### src/mast_pkg.sv
// Shared types and constants for the motor axis sync tracker.
package mast_pkg;

  typedef logic signed [9:0] pos_t;
  typedef logic signed [10:0] err_t;
  typedef logic [9:0] mag_t;
  typedef logic [2:0] accel_t;
  typedef logic [31:0] ms_t;
  typedef logic [15:0] timeout_t;
  typedef logic [15:0] prod_t;
  typedef logic [0:0] cfg_idx_t;
  typedef logic [15:0] cfg_data_t;

  localparam cfg_idx_t CFG_SYNC_RANGE   = 1'b0;
  localparam cfg_idx_t CFG_SYNC_TIMEOUT = 1'b1;

  localparam mag_t     RANGE_RESET   = 10'd5;
  localparam timeout_t TIMEOUT_RESET = 16'd2000;

  localparam mag_t ACCEL_LIM_1 = 10'd750;
  localparam mag_t ACCEL_LIM_2 = 10'd500;
  localparam mag_t ACCEL_LIM_3 = 10'd250;

  localparam prod_t RECIP_3     = 16'd43691;
  localparam int    RECIP_SHIFT = 17;

  typedef struct packed {
    pos_t   set_point;
    ms_t    now_ms;
    mag_t   mag;
    pos_t   half;
    accel_t accel;
  } req_t;

  typedef struct packed {
    logic valid;
    req_t req;
  } q_push_t;

  typedef struct packed {
    logic valid;
    logic full;
  } q_stat_t;

endpackage

### src/mast_if.sv
// Request and result channel interfaces.
interface mast_in_if;
  logic              valid;
  logic              ready;
  mast_pkg::pos_t    set_point;
  mast_pkg::pos_t    actual_value;
  mast_pkg::ms_t     now_ms;

  modport source (output valid, output set_point, output actual_value, output now_ms,
                  input ready);
  modport sink   (input valid, input set_point, input actual_value, input now_ms,
                  output ready);
endinterface

interface mast_out_if;
  logic              valid;
  logic              ready;
  mast_pkg::pos_t    step_command;
  logic              in_move;
  logic              synchronized;
  logic              sync_press;

  modport source (output valid, output step_command, output in_move, output synchronized,
                  output sync_press, input ready);
  modport sink   (input valid, input step_command, input in_move, input synchronized,
                  input sync_press, output ready);
endinterface

### src/mast_front.sv
// Front end: accepts requests, computes error, half step and acceleration class.
module mast_front (
  mast_in_if.sink          in_ch,
  input  mast_pkg::q_stat_t q_stat,
  output mast_pkg::q_push_t q_push
);
  import mast_pkg::*;

  err_t err;
  err_t err_abs;
  err_t err_rnd;
  mag_t mag;

  always_comb begin
    err     = err_t'(in_ch.set_point) - err_t'(in_ch.actual_value);
    err_abs = err[10] ? -err : err;
    err_rnd = err + $signed({10'b0, err[10]});
    mag     = err_abs[9:0];
  end

  assign in_ch.ready = !q_stat.full;

  always_comb begin
    q_push.valid         = in_ch.valid && !q_stat.full;
    q_push.req.set_point = in_ch.set_point;
    q_push.req.now_ms    = in_ch.now_ms;
    q_push.req.mag       = mag;
    q_push.req.half      = err_rnd[10:1];
    q_push.req.accel     = 3'd1 + {2'b0, mag <= ACCEL_LIM_1} + {2'b0, mag <= ACCEL_LIM_2}
                         + {2'b0, mag <= ACCEL_LIM_3} + {2'b0, mag == 10'd0};
  end

endmodule

### src/mast_queue.sv
// Request queue between front end and back end.
module mast_queue #(
  parameter int DEPTH = 2
) (
  input  logic              clk,
  input  logic              rst_n,
  input  mast_pkg::q_push_t q_push,
  output mast_pkg::q_stat_t q_stat,
  output mast_pkg::req_t    pop_req,
  input  logic              pop_ready
);
  import mast_pkg::*;

  localparam int PTR_W = $clog2(DEPTH);
  localparam int CNT_W = $clog2(DEPTH + 1);
  localparam logic [PTR_W-1:0] PTR_LAST = PTR_W'(DEPTH - 1);
  localparam logic [CNT_W-1:0] CNT_FULL = CNT_W'(DEPTH);

  req_t             mem_r [DEPTH];
  logic [PTR_W-1:0] wr_ptr_r, wr_ptr_nxt;
  logic [PTR_W-1:0] rd_ptr_r, rd_ptr_nxt;
  logic [CNT_W-1:0] cnt_r, cnt_nxt;
  logic             push;
  logic             pop;

  assign q_stat.valid = cnt_r != '0;
  assign q_stat.full  = cnt_r == CNT_FULL;
  assign pop_req      = mem_r[rd_ptr_r];
  assign push         = q_push.valid && !q_stat.full;
  assign pop          = pop_ready && q_stat.valid;

  always_comb begin
    wr_ptr_nxt = wr_ptr_r;
    rd_ptr_nxt = rd_ptr_r;
    cnt_nxt    = cnt_r;
    if (push) begin
      wr_ptr_nxt = (wr_ptr_r == PTR_LAST) ? '0 : wr_ptr_r + 1'b1;
    end
    if (pop) begin
      rd_ptr_nxt = (rd_ptr_r == PTR_LAST) ? '0 : rd_ptr_r + 1'b1;
    end
    if (push && !pop) begin
      cnt_nxt = cnt_r + 1'b1;
    end else if (pop && !push) begin
      cnt_nxt = cnt_r - 1'b1;
    end
  end

  always_ff @(posedge clk) begin
    if (!rst_n) begin
      wr_ptr_r <= '0;
      rd_ptr_r <= '0;
      cnt_r    <= '0;
    end else begin
      wr_ptr_r <= wr_ptr_nxt;
      rd_ptr_r <= rd_ptr_nxt;
      cnt_r    <= cnt_nxt;
    end
  end

  always_ff @(posedge clk) begin
    if (push) begin
      mem_r[wr_ptr_r] <= q_push.req;
    end
  end

endmodule

### src/mast_back.sv
// Back end: move deadline, sync tracking and result register.
module mast_back (
  input  logic               clk,
  input  logic               rst_n,
  input  logic               pop_valid,
  input  mast_pkg::req_t     pop_req,
  output logic               pop_ready,
  input  mast_pkg::mag_t     sync_range,
  input  mast_pkg::timeout_t sync_timeout,
  mast_out_if.source         out_ch
);
  import mast_pkg::*;

  typedef enum logic [3:0] {
    ST_IDLE = 4'b0001,
    ST_MUL  = 4'b0010,
    ST_DIV  = 4'b0100,
    ST_UPD  = 4'b1000
  } back_state_t;

  back_state_t state_r, state_nxt;
  req_t        item_r, item_nxt;
  prod_t       prod_r, prod_nxt;
  ms_t         quot_r, quot_nxt;

  pos_t prev_target_r, prev_target_nxt;
  ms_t  deadline_r, deadline_nxt;
  logic moving_r, moving_nxt;
  logic sync_r, sync_nxt;
  ms_t  last_sync_r, last_sync_nxt;

  logic out_valid_r, out_valid_nxt;
  pos_t out_step_r, out_step_nxt;
  logic out_move_r, out_move_nxt;
  logic out_sync_r, out_sync_nxt;
  logic out_press_r, out_press_nxt;

  logic [12:0] mag_accel;
  ms_t         dur;
  ms_t         elapsed;
  logic        changed;
  logic        press;
  logic        slot_free;

  assign out_ch.valid        = out_valid_r;
  assign out_ch.step_command = out_step_r;
  assign out_ch.in_move      = out_move_r;
  assign out_ch.synchronized = out_sync_r;
  assign out_ch.sync_press   = out_press_r;

  assign slot_free = !out_valid_r || out_ch.ready;

  always_comb begin
    state_nxt       = state_r;
    item_nxt        = item_r;
    prod_nxt        = prod_r;
    quot_nxt        = quot_r;
    prev_target_nxt = prev_target_r;
    deadline_nxt    = deadline_r;
    moving_nxt      = moving_r;
    sync_nxt        = sync_r;
    last_sync_nxt   = last_sync_r;
    out_valid_nxt   = out_valid_r && !out_ch.ready;
    out_step_nxt    = out_step_r;
    out_move_nxt    = out_move_r;
    out_sync_nxt    = out_sync_r;
    out_press_nxt   = out_press_r;
    pop_ready       = 1'b0;
    mag_accel       = 13'({3'b0, item_r.mag} * {10'b0, item_r.accel});
    dur             = quot_r >> RECIP_SHIFT;
    elapsed         = item_r.now_ms - last_sync_r;
    changed         = prev_target_r != item_r.set_point;
    press           = 1'b0;

    unique case (state_r)
      ST_IDLE: begin
        pop_ready = 1'b1;
        if (pop_valid) begin
          item_nxt  = pop_req;
          state_nxt = ST_MUL;
        end
      end
      ST_MUL: begin
        prod_nxt  = ({3'b0, mag_accel} << 3) + ({3'b0, mag_accel} << 1);
        state_nxt = ST_DIV;
      end
      ST_DIV: begin
        quot_nxt  = {16'b0, prod_r} * {16'b0, RECIP_3};
        state_nxt = ST_UPD;
      end
      ST_UPD: begin
        if (slot_free) begin
          if (changed) begin
            prev_target_nxt = item_r.set_point;
            moving_nxt      = 1'b1;
            deadline_nxt    = item_r.now_ms + dur;
          end
          if (deadline_nxt < item_r.now_ms) begin
            moving_nxt = 1'b0;
          end
          if (item_r.mag < sync_range) begin
            sync_nxt      = 1'b1;
            last_sync_nxt = item_r.now_ms;
          end else if (elapsed >= {16'b0, sync_timeout} && sync_r && !moving_nxt) begin
            sync_nxt = 1'b0;
            press    = 1'b1;
          end
          out_valid_nxt = 1'b1;
          out_step_nxt  = item_r.half;
          out_move_nxt  = moving_nxt;
          out_sync_nxt  = sync_nxt;
          out_press_nxt = press;
          state_nxt     = ST_IDLE;
        end
      end
      default: state_nxt = ST_IDLE;
    endcase
  end

  always_ff @(posedge clk) begin
    if (!rst_n) begin
      state_r       <= ST_IDLE;
      prev_target_r <= '0;
      deadline_r    <= '0;
      moving_r      <= 1'b0;
      sync_r        <= 1'b0;
      last_sync_r   <= '0;
      out_valid_r   <= 1'b0;
    end else begin
      state_r       <= state_nxt;
      prev_target_r <= prev_target_nxt;
      deadline_r    <= deadline_nxt;
      moving_r      <= moving_nxt;
      sync_r        <= sync_nxt;
      last_sync_r   <= last_sync_nxt;
      out_valid_r   <= out_valid_nxt;
    end
  end

  always_ff @(posedge clk) begin
    item_r      <= item_nxt;
    prod_r      <= prod_nxt;
    quot_r      <= quot_nxt;
    out_step_r  <= out_step_nxt;
    out_move_r  <= out_move_nxt;
    out_sync_r  <= out_sync_nxt;
    out_press_r <= out_press_nxt;
  end

`ifndef NO_ASSERTIONS
  a_press_drops_sync: assert property (@(posedge clk) disable iff (!rst_n)
    out_valid_r && out_press_r |-> !out_sync_r && !out_move_r)
    else $error("sync press with sync or move still set");

  a_result_matches_state: assert property (@(posedge clk) disable iff (!rst_n)
    state_r == ST_UPD && slot_free |=> out_valid_r && out_sync_r == sync_r
      && out_move_r == moving_r)
    else $error("result flags differ from tracked state");

  a_step_in_range: assert property (@(posedge clk) disable iff (!rst_n)
    out_valid_r |-> out_step_r != -10'sd512)
    else $error("step command out of range");

  a_pop_only_idle: assert property (@(posedge clk) disable iff (!rst_n)
    pop_ready |-> state_r == ST_IDLE)
    else $error("request taken while busy");
`endif

endmodule

### src/motor_axis_sync_tracker.sv
// Top level of the motor axis sync tracker: config registers and block wiring.
//
//   channel  dir  handshake         payload
//   in_ch    in   valid/ready       set_point, actual_value, now_ms
//   out_ch   out  valid/ready       step_command, in_move, synchronized, sync_press
//   cfg_*    in   cfg_we            cfg_addr, cfg_wdata
//
// In the back end each request goes through fetch, multiply, reciprocal
// multiply by 1/3 and state update; the back end handles one request at a time.
// Requests enter the queue in the cycle they arrive while it has room.
// A stalled result holds in the output register; the update step waits for it.
// Reset clears the tracking state and loads range 5 and timeout 2000 ms.
module motor_axis_sync_tracker #(
  parameter int QUEUE_DEPTH = 2
) (
  input  logic                clk,
  input  logic                rst_n,
  mast_in_if.sink             in_ch,
  mast_out_if.source          out_ch,
  input  logic                cfg_we,
  input  mast_pkg::cfg_idx_t  cfg_addr,
  input  mast_pkg::cfg_data_t cfg_wdata
);
  import mast_pkg::*;

  mag_t     sync_range_r;
  timeout_t sync_timeout_r;
  q_push_t  q_push;
  q_stat_t  q_stat;
  req_t     pop_req;
  logic     pop_ready;

  always_ff @(posedge clk) begin
    if (!rst_n) begin
      sync_range_r   <= RANGE_RESET;
      sync_timeout_r <= TIMEOUT_RESET;
    end else if (cfg_we) begin
      unique case (cfg_addr)
        CFG_SYNC_RANGE:   sync_range_r   <= cfg_wdata[9:0];
        CFG_SYNC_TIMEOUT: sync_timeout_r <= cfg_wdata;
      endcase
    end
  end

  mast_front u_front (
    .in_ch  (in_ch),
    .q_stat (q_stat),
    .q_push (q_push)
  );

  mast_queue #(
    .DEPTH (QUEUE_DEPTH)
  ) u_queue (
    .clk       (clk),
    .rst_n     (rst_n),
    .q_push    (q_push),
    .q_stat    (q_stat),
    .pop_req   (pop_req),
    .pop_ready (pop_ready)
  );

  mast_back u_back (
    .clk          (clk),
    .rst_n        (rst_n),
    .pop_valid    (q_stat.valid),
    .pop_req      (pop_req),
    .pop_ready    (pop_ready),
    .sync_range   (sync_range_r),
    .sync_timeout (sync_timeout_r),
    .out_ch       (out_ch)
  );

endmodule
### src/flat_wrapper.sv
// flat-port wrapper written by rule: the top's interface ports become plain ports
module motor_axis_sync_tracker_flat import mast_pkg::*;
#(
  parameter int QUEUE_DEPTH = 2
)
  (clk, rst_n, cfg_we, cfg_addr, cfg_wdata, in_ch_valid, in_ch_set_point, in_ch_actual_value, in_ch_now_ms, in_ch_ready, out_ch_valid, out_ch_step_command, out_ch_in_move, out_ch_synchronized, out_ch_sync_press, out_ch_ready);
  mast_in_if in_ch_i ();
  mast_out_if out_ch_i ();
  input  logic clk;
  input  logic rst_n;
  input  logic cfg_we;
  input  mast_pkg::cfg_idx_t cfg_addr;
  input  mast_pkg::cfg_data_t cfg_wdata;
  input wire logic [$bits(in_ch_i.valid)-1:0] in_ch_valid;
  input wire logic [$bits(in_ch_i.set_point)-1:0] in_ch_set_point;
  input wire logic [$bits(in_ch_i.actual_value)-1:0] in_ch_actual_value;
  input wire logic [$bits(in_ch_i.now_ms)-1:0] in_ch_now_ms;
  output wire logic [$bits(in_ch_i.ready)-1:0] in_ch_ready;
  output wire logic [$bits(out_ch_i.valid)-1:0] out_ch_valid;
  output wire logic [$bits(out_ch_i.step_command)-1:0] out_ch_step_command;
  output wire logic [$bits(out_ch_i.in_move)-1:0] out_ch_in_move;
  output wire logic [$bits(out_ch_i.synchronized)-1:0] out_ch_synchronized;
  output wire logic [$bits(out_ch_i.sync_press)-1:0] out_ch_sync_press;
  input wire logic [$bits(out_ch_i.ready)-1:0] out_ch_ready;
  assign in_ch_i.valid = in_ch_valid;
  assign in_ch_i.set_point = in_ch_set_point;
  assign in_ch_i.actual_value = in_ch_actual_value;
  assign in_ch_i.now_ms = in_ch_now_ms;
  assign in_ch_ready = in_ch_i.ready;
  assign out_ch_valid = out_ch_i.valid;
  assign out_ch_step_command = out_ch_i.step_command;
  assign out_ch_in_move = out_ch_i.in_move;
  assign out_ch_synchronized = out_ch_i.synchronized;
  assign out_ch_sync_press = out_ch_i.sync_press;
  assign out_ch_i.ready = out_ch_ready;
  motor_axis_sync_tracker #(.QUEUE_DEPTH(QUEUE_DEPTH)) u_core (.clk(clk), .rst_n(rst_n), .in_ch(in_ch_i), .out_ch(out_ch_i), .cfg_we(cfg_we), .cfg_addr(cfg_addr), .cfg_wdata(cfg_wdata));
endmodule
### config.mk
export PLATFORM = sky130hd
export DESIGN_NAME = motor_axis_sync_tracker_flat
export DESIGN_NICKNAME = d
export VERILOG_FILES = /design/src/mast_pkg.sv /design/src/mast_if.sv /design/src/mast_front.sv /design/src/mast_queue.sv /design/src/mast_back.sv /design/src/motor_axis_sync_tracker.sv /design/src/flat_wrapper.sv
export SDC_FILE = /design/constraint.sdc
export NUM_CORES = 1
export LEC_CHECK = 0
export BUFFER_PORTS_ARGS = -buffer_cell sky130_fd_sc_hd__clkbuf_2
export CAP_MARGIN = 20
export CORE_AREA = 2 2 203 205
export DETAILED_ROUTE_END_ITERATION = 12
export DIE_AREA = 0 0 205 207
export HOLD_SLACK_MARGIN = 0.15
export PLACE_DENSITY = 0.76
export SLEW_MARGIN = 20
export SYNTH_ARGS = -nofsm -noshare
export SYNTH_HDL_FRONTEND = slang
export SYNTH_SLANG_ARGS = --single-unit
### constraint.sdc
create_clock -name clk -period 5.6 [get_ports clk]
set_input_delay 1.68 -clock clk [delete_from_list [all_inputs] [get_ports clk]]
set_output_delay 1.68 -clock clk [all_outputs]
set_load 0.03 [all_outputs]
# --- Yosys cells after proc, flatten, opt, wreduce, memory -nomap -nowiden ---
# Memory sizes are Yosys's and may differ from the RTL's. A register that Yosys moved wholly into a read port is not among the register bits.
# Index checks and enable logic that the tools add are counted.
totals:
  regBits: 172
  mem_bits_rw: 130
  in_bits: 74
  wordCells: 98
  memories: 1
mem_list:
  columns: ["memory", "words", "word_bits", "rd", "rd_clocked_by_memory_dff", "write_ports", "line", "text"]
  rows:
  - ["u_core.u_queue.mem_r", 2, 65, 1, 1, 1, "mast_queue.sv:19", "req_t mem_r [DEPTH];"]
classes:
  add_sub_neg: 14
  n_mul: 2
  n_lt_le_gt_ge: 6
  n_eq_ne: 8
  n_mux: 23
  bitwise_logic: 1
  reduce_logical: 25
op_table:
  columns: ["op", "n"]
  rows:
  - ["32-bit 2-to-1 mux", 3]
  - ["32-bit by 15-bit adder with 32-bit output", 1]
  - ["32-bit by 16-bit greater-or-equal comparator with 1-bit output", 1]
  - ["32-bit less-than comparator", 1]
  - ["16-bit by 16-bit multiplier with 32-bit output (second input constant)", 1]
  - ["32-bit subtractor", 1]
  - ["16-bit by 14-bit adder with 16-bit output", 1]
  - ["4-bit case mux with 4 select lines", 1]
  - ["1-bit 2-to-1 mux", 14]
  - ["10-bit by 3-bit multiplier with 13-bit output", 1]
  - ["11-bit by 2-bit adder with 11-bit output", 1]
  - ["10-bit by 10-bit subtractor with 11-bit output", 1]
  - ["10-bit less-or-equal comparator (second input constant)", 1]
  - ["10-bit by 8-bit less-or-equal comparator with 1-bit output (second input constant)", 1]
  - ["10-bit by 9-bit less-or-equal comparator with 1-bit output (second input constant)", 1]
  - ["10-bit logical NOT", 1]
  - ["10-bit less-than comparator", 1]
  - ["10-bit 2-to-1 mux", 1]
  - ["10-bit != test", 1]
  - ["10-bit negator", 1]
  - ["2-bit AND reduction", 5]
  - ["1-bit logical AND", 8]
  - ["4-bit 2-to-1 mux", 2]
  - ["3-bit by 1-bit adder with 3-bit output", 2]
  - ["other kinds (17)", 27]

# --- Longest topological paths before layout ---
depth:
  ltp_word: 12
  ltp_mapped: 25

# --- Cells and area by module ---
# Synthesis repeated with hierarchy kept, for this count alone.
unflattened:
  cells_unflattened: 2200
  hier_area_um2: 23392.4
modules_own_cells:
  columns: ["mod", "n_inst", "cells_per_inst", "area_each_um2", "seq_area_each_um2"]
  rows:
  - ["mast_back", 1, 1657, 15922.8, 4864.7]
  - ["mast_queue", 1, 227, 4941.0, 4003.8]
  - ["mast_front", 1, 202, 1477.7, 0.0]
  - ["motor_axis_sync_tracker", 1, 114, 1051.0, 520.5]

# --- Worst setup path before layout ---
# Ideal clock, no wire load.
synth_timing:
  path_type: "register to register"
  start: "register u_core.u_back.prod_r[2]"
  end: "register u_core.u_back.quot_r[31], data pin"
  setup_ns: 0.260
  arrival_time_ns: 5.894
  t_required_ns: 5.340
  path_slack_ns: -0.553
  stages_incl_launch_ff: 20
  path_buffers: 0
  period_less_slack_ns: 6.153
  cell_sequence: "edfxtp_1 > ha_1 > inv_1 > fa_1 > fa_1 > fa_1 > fa_1 > fa_1 > inv_1 > ha_1 > or2_2 > nor4_1 > a211oi_1 > o31ai_1 > o31ai_1 > o31a_1 > and2_1 > a311oi_2 > o21bai_1 > xnor2_1"
synth_between:
  elab_chain_cells: 1
synth_rtl:
  columns: ["item", "line", "text"]
  rows:
  - ["start: declaration", "mast_back.sv:23", "prod_t prod_r, prod_nxt;"]
  - ["start signal: assignment", "mast_back.sv:142", "prod_r <= prod_nxt;"]
  - ["16-bit by 16-bit multiplier with 32-bit output", "mast_back.sv:88", "quot_nxt = {16'b0, prod_r} * {16'b0, RECIP_3};"]
  - ["end signal: assignment", "mast_back.sv:143", "quot_r <= quot_nxt;"]
  - ["end: declaration", "mast_back.sv:24", "ms_t quot_r, quot_nxt;"]
# Every way passes these cells.
# A chain may end at the register's enable or synchronous reset.

# --- Final worst setup path ---
layout_timing:
  start: "register u_core.u_back.prod_r[4]"
  end: "register u_core.u_back.quot_r[31], data pin"
# The elaborated chain is that of the path after synthesis.

==> impl_results.md <==
* Commonest non-fill, non-tap cell in the layout: inv_1
* Fraction of registers with async set/reset at 0%
* Layout cells sized above 1 at 17.1%
* CTS HTree Levels at 2
* Setup violators final at 5
* Slew Limit Fails at 0
* CTS tree: done
* Num rows at 74
* Slowest cell delay on critical path at 0.55 ns
* Worst Setup Path Type: flip-flop to flip-flop
* Slew headroom at 28.1%
* RSZ-0062 raised after global routing: true
* Register-to-Register Path Depth at 19
* Area of the multi-input gates at 12300 µm²
* Most frequent cells in the layout: inv_1 (299), ha_1 (244), edfxtp_1 (238), nand2_1 (170), a21oi_1 (150)
* CTS root buf: clkbuf_16
* Post-synth top flop: edfxtp_1
* Synth Warn # at 0
* Initial antenna violation count at 1
* Count of unique library cells instantiated by Yosys at 76
* DR vias at 16019
* Min-Delay Path Class: flip-flop to flip-flop
* Post-Syn Area at 22600 µm²
* Setup Skew at 0.0255 ns
* Hold Path End: u_core.u_back.out_ch.step_command[2]
* Die ar. at 42400 µm²
* Vias in the first global route at 16148
* Sequential fraction of the synthesis area at 41.5%
* WP data arrival at 6.19 ns
* Synth Instances at 2135
* Register bit count reported by yosys at 349
* DR vias/cell at 5.55
* Required time worst endpoint at 5.88 ns
* Final Cycle Share at 106%
* Remaining DRCs at 0
* Worst path most repeated cell: fa_1
* Final Critical Period at 5.91 ns
* Input/output buffers at 88
* DR WL/cell at 17.7 µm
* Global-route usage over all layers at 24.1%
* Die span in x at 205 µm
* WHS Path Cells at 0
* Worst Max-Slew Pin Slew at 1.08 ns
* Core area at 40400 µm²
* Net count after synthesis at 2562
* Max_cap viols at 0
* CTS clk-pin slew, worst paths at 0.07 ns
* DR pass1 iterations at 5
* Critical-path top delay cell: fa_1
* Avg Cell Area, Syn at 10.6 µm²
* CP max FO at 4
* DR iter-0 viols at 878
* Final Wtd Congestion at 0.921
* Area added between synthesis and finish at 15.0%
* R2R Setup Slk at -0.31 ns
* Crit end category: flip-flop
* Nets at 2750
* First-pass GRT wire length at 81900 µm
* Filler cells at 3105
* RR Startpoint: u_core.u_back.prod_r[4]
* Final worst setup slack at -0.310 ns
* Largest net degree at the start of global routing at 61
* Die height at 207 µm
* Hold Crit Start: u_core.u_back.item_r[5]
* Area after DPL at 24500 µm²
* Failing checks: negative setup slack
* Status: complete, but fails checks
* Clock insertion delay at the later pin of the skew report at 0.54 ns
* Hold Fails Final Rpt at 0
* Crit-path cells: ha_4 > inv_2 > fa_1 > fa_1 > fa_1 > fa_1 > fa_1 > inv_1 > ha_2 > or2_4 > nor4_4 > a211oi_2 > o31ai_2 > o31ai_2 > o31a_1 > and2_4 > a311oi_4 > o21bai_1 > xnor2_1
* Post-DP HPWL at 38900 µm
* GR Overflow Total at 0
* Number of synthesized flops with an enable pin at 238
* Routed Antenna Nets at 0
* CTS buffer count at 38
* CTS sink count at 349
* Reg area at 9370 µm²
* Post-route cell area at 26000 µm²
* Highest Clock Rate at 0.169 GHz
* Final wirelength at 50900 µm
* Initial core utilization at 55.9%
* Startpoint class of the critical path: flip-flop
* IO Pins at 89
* Max clock buf depth at 3
* Reg-to-reg endpoint: u_core.u_back.quot_r[31]
-- stage by stage --
stage	util, %	worst slack [ns]	hold slack [ns]	setup TNS, ns	instances
3_3_place_gp	60.6	-0.288	0.403	-1.83	2804
3_5_place_dp	60.6	-0.353	0.408	-2.52	2804
2_1_floorplan	-	0.000413	0.400	0	2135
6_report	64.4	-0.310	0.421	-1.09	2884
4_1_cts	64.1	-0.317	0.419	-0.855	2879
5_1_grt	64.4	-0.557	0.423	-2.34	2884
-- sequential cells by signal, indices dropped and copies added, names as in the netlist --
register,flops
u_core.u_back.out_ch.in_move,1
u_core.u_back.prev_target_r,10
u_core.u_queue.rd_ptr_r,1
u_core.sync_range_r,10
u_core.u_back.moving_r,1
u_core.u_back.out_ch.valid,1
u_core.u_queue.cnt_r,2
u_core.u_back.last_sync_r,32
u_core.sync_timeout_r,16
u_core.u_back.sync_r,1
u_core.u_queue.wr_ptr_r,1
u_core.u_queue.mem_r,130
u_core.u_back.state_r,4
u_core.u_back.out_ch.synchronized,1
u_core.u_back.deadline_r,32
u_core.u_back.out_ch.sync_press,1
u_core.u_back.out_ch.step_command,10
u_core.u_back.prod_r,15
u_core.u_back.quot_r,15
u_core.u_back.item_r,65
-- critical path: cells and delay by family (launching register included) --
kind,cells,cell delay [ns]
adder cells (fa/ha/maj),7,3.00
flip-flops,1,0.52
AND/OR/NAND/NOR,3,0.67
AO/OA/AOI/OAI,6,1.23
buffers and inverters,2,0.09
XOR/XNOR,1,0.14
-- per-layer routing --
metal	part of all wire (%)	wire (µm)	vias to the layer above	global-route usage, %
met5	0	0	-	0
met4	2.1	1060	0	5.73
met3	4.9	2480	69	3.18
met2	49	24700	357	40.5
met1	44	22700	7826	33.2
li1	-	-	7767	-
-- synthesized netlist by cell type (3+ instances only) --
master	instances	area share, %
ha_1	264	15
o2111ai_1	3	0.12
a2111oi_0	4	0.16
nor2b_1	17	0.47
mux2i_1	34	1.5
nand4_1	19	0.53
and2_1	13	0.36
nor4b_1	3	0.12
nand3_1	21	0.47
a21o_1	36	1.2
nand2_1	170	2.8
edfxtp_1	238	32
o21bai_1	12	0.40
a41oi_1	3	0.12
o21ai_1	6	0.13
and4_1	3	0.12
or2_2	3	0.083
nand2b_1	17	0.47
dfxtp_1	111	9.8
nor3b_1	4	0.13
clkbuf_1	46	0.76
xor2_1	32	1.2
o211ai_1	16	0.53
and3_1	9	0.25
nor3_1	24	0.53
nor2_1	142	2.4
o21ai_0	64	1.4
nand3b_1	3	0.10
xnor2_1	83	3.2
or3_1	4	0.11
inv_1	302	5.0
o21a_1	19	0.63
a211oi_1	15	0.50
fa_1	89	7.9
a31oi_1	7	0.19
o31ai_1	4	0.13
nor4_1	13	0.36
a21boi_0	7	0.23
a21oi_1	150	3.3
buf_2	3	0.066
mux2_2	77	3.8
a211o_1	3	0.12
or4_1	3	0.10
-- cell type report --
cell class	count	area share, %
Timing Repair Buffer	199	4.93
Sequential cell	349	36.1
Tap cell	532	2.56
Antenna cell	1	0.00963
Multi-Input combinational cell	1431	47.3
Inverter	304	4.39
Clock buffer	46	3.81
Clock inverter	22	0.963
-- worst max path at each step --
stage | start | end | slack [ns]
after CTS | u_core.u_back.prod_r[4] | u_core.u_back.quot_r[31] | -0.32
after global routing | u_core.u_back.prod_r[4] | u_core.u_back.quot_r[31] | -0.56
after detailed placement | in_ch_set_point[0] | u_core.u_queue.mem_r[1][1] | -0.35
after global placement | in_ch_set_point[0] | u_core.u_queue.mem_r[0][1] | -0.29
final | u_core.u_back.prod_r[4] | u_core.u_back.quot_r[31] | -0.31
after floorplan | u_core.u_back.prod_r[13] | u_core.u_back.quot_r[31] | 0.0004
-- cell families after synthesis --
family                     count (synthesis)  share of synthesized area (%)
AOI/OAI and AO/OA                        377                           10.6
xor gates and xnor gates                 116                           4.53
adders and majority gates                353                           22.5
buffers and inverters                    355                           5.96
DFF                                      349                           41.5
muxes                                    111                           5.35
and+or+nand+nor                          474                           9.60
-- timing repair --
item | in CTS | in global routing
hold buffers | 0 | 0
pin swaps | 14 | 10
resized for setup | 17 | 16
setup endpoints to repair | 5 | 12
buffers inserted | 7 | 4
Power is not shown: default switching activity piles up to over one toggle a cycle in this logic, so the estimate is an artifact.
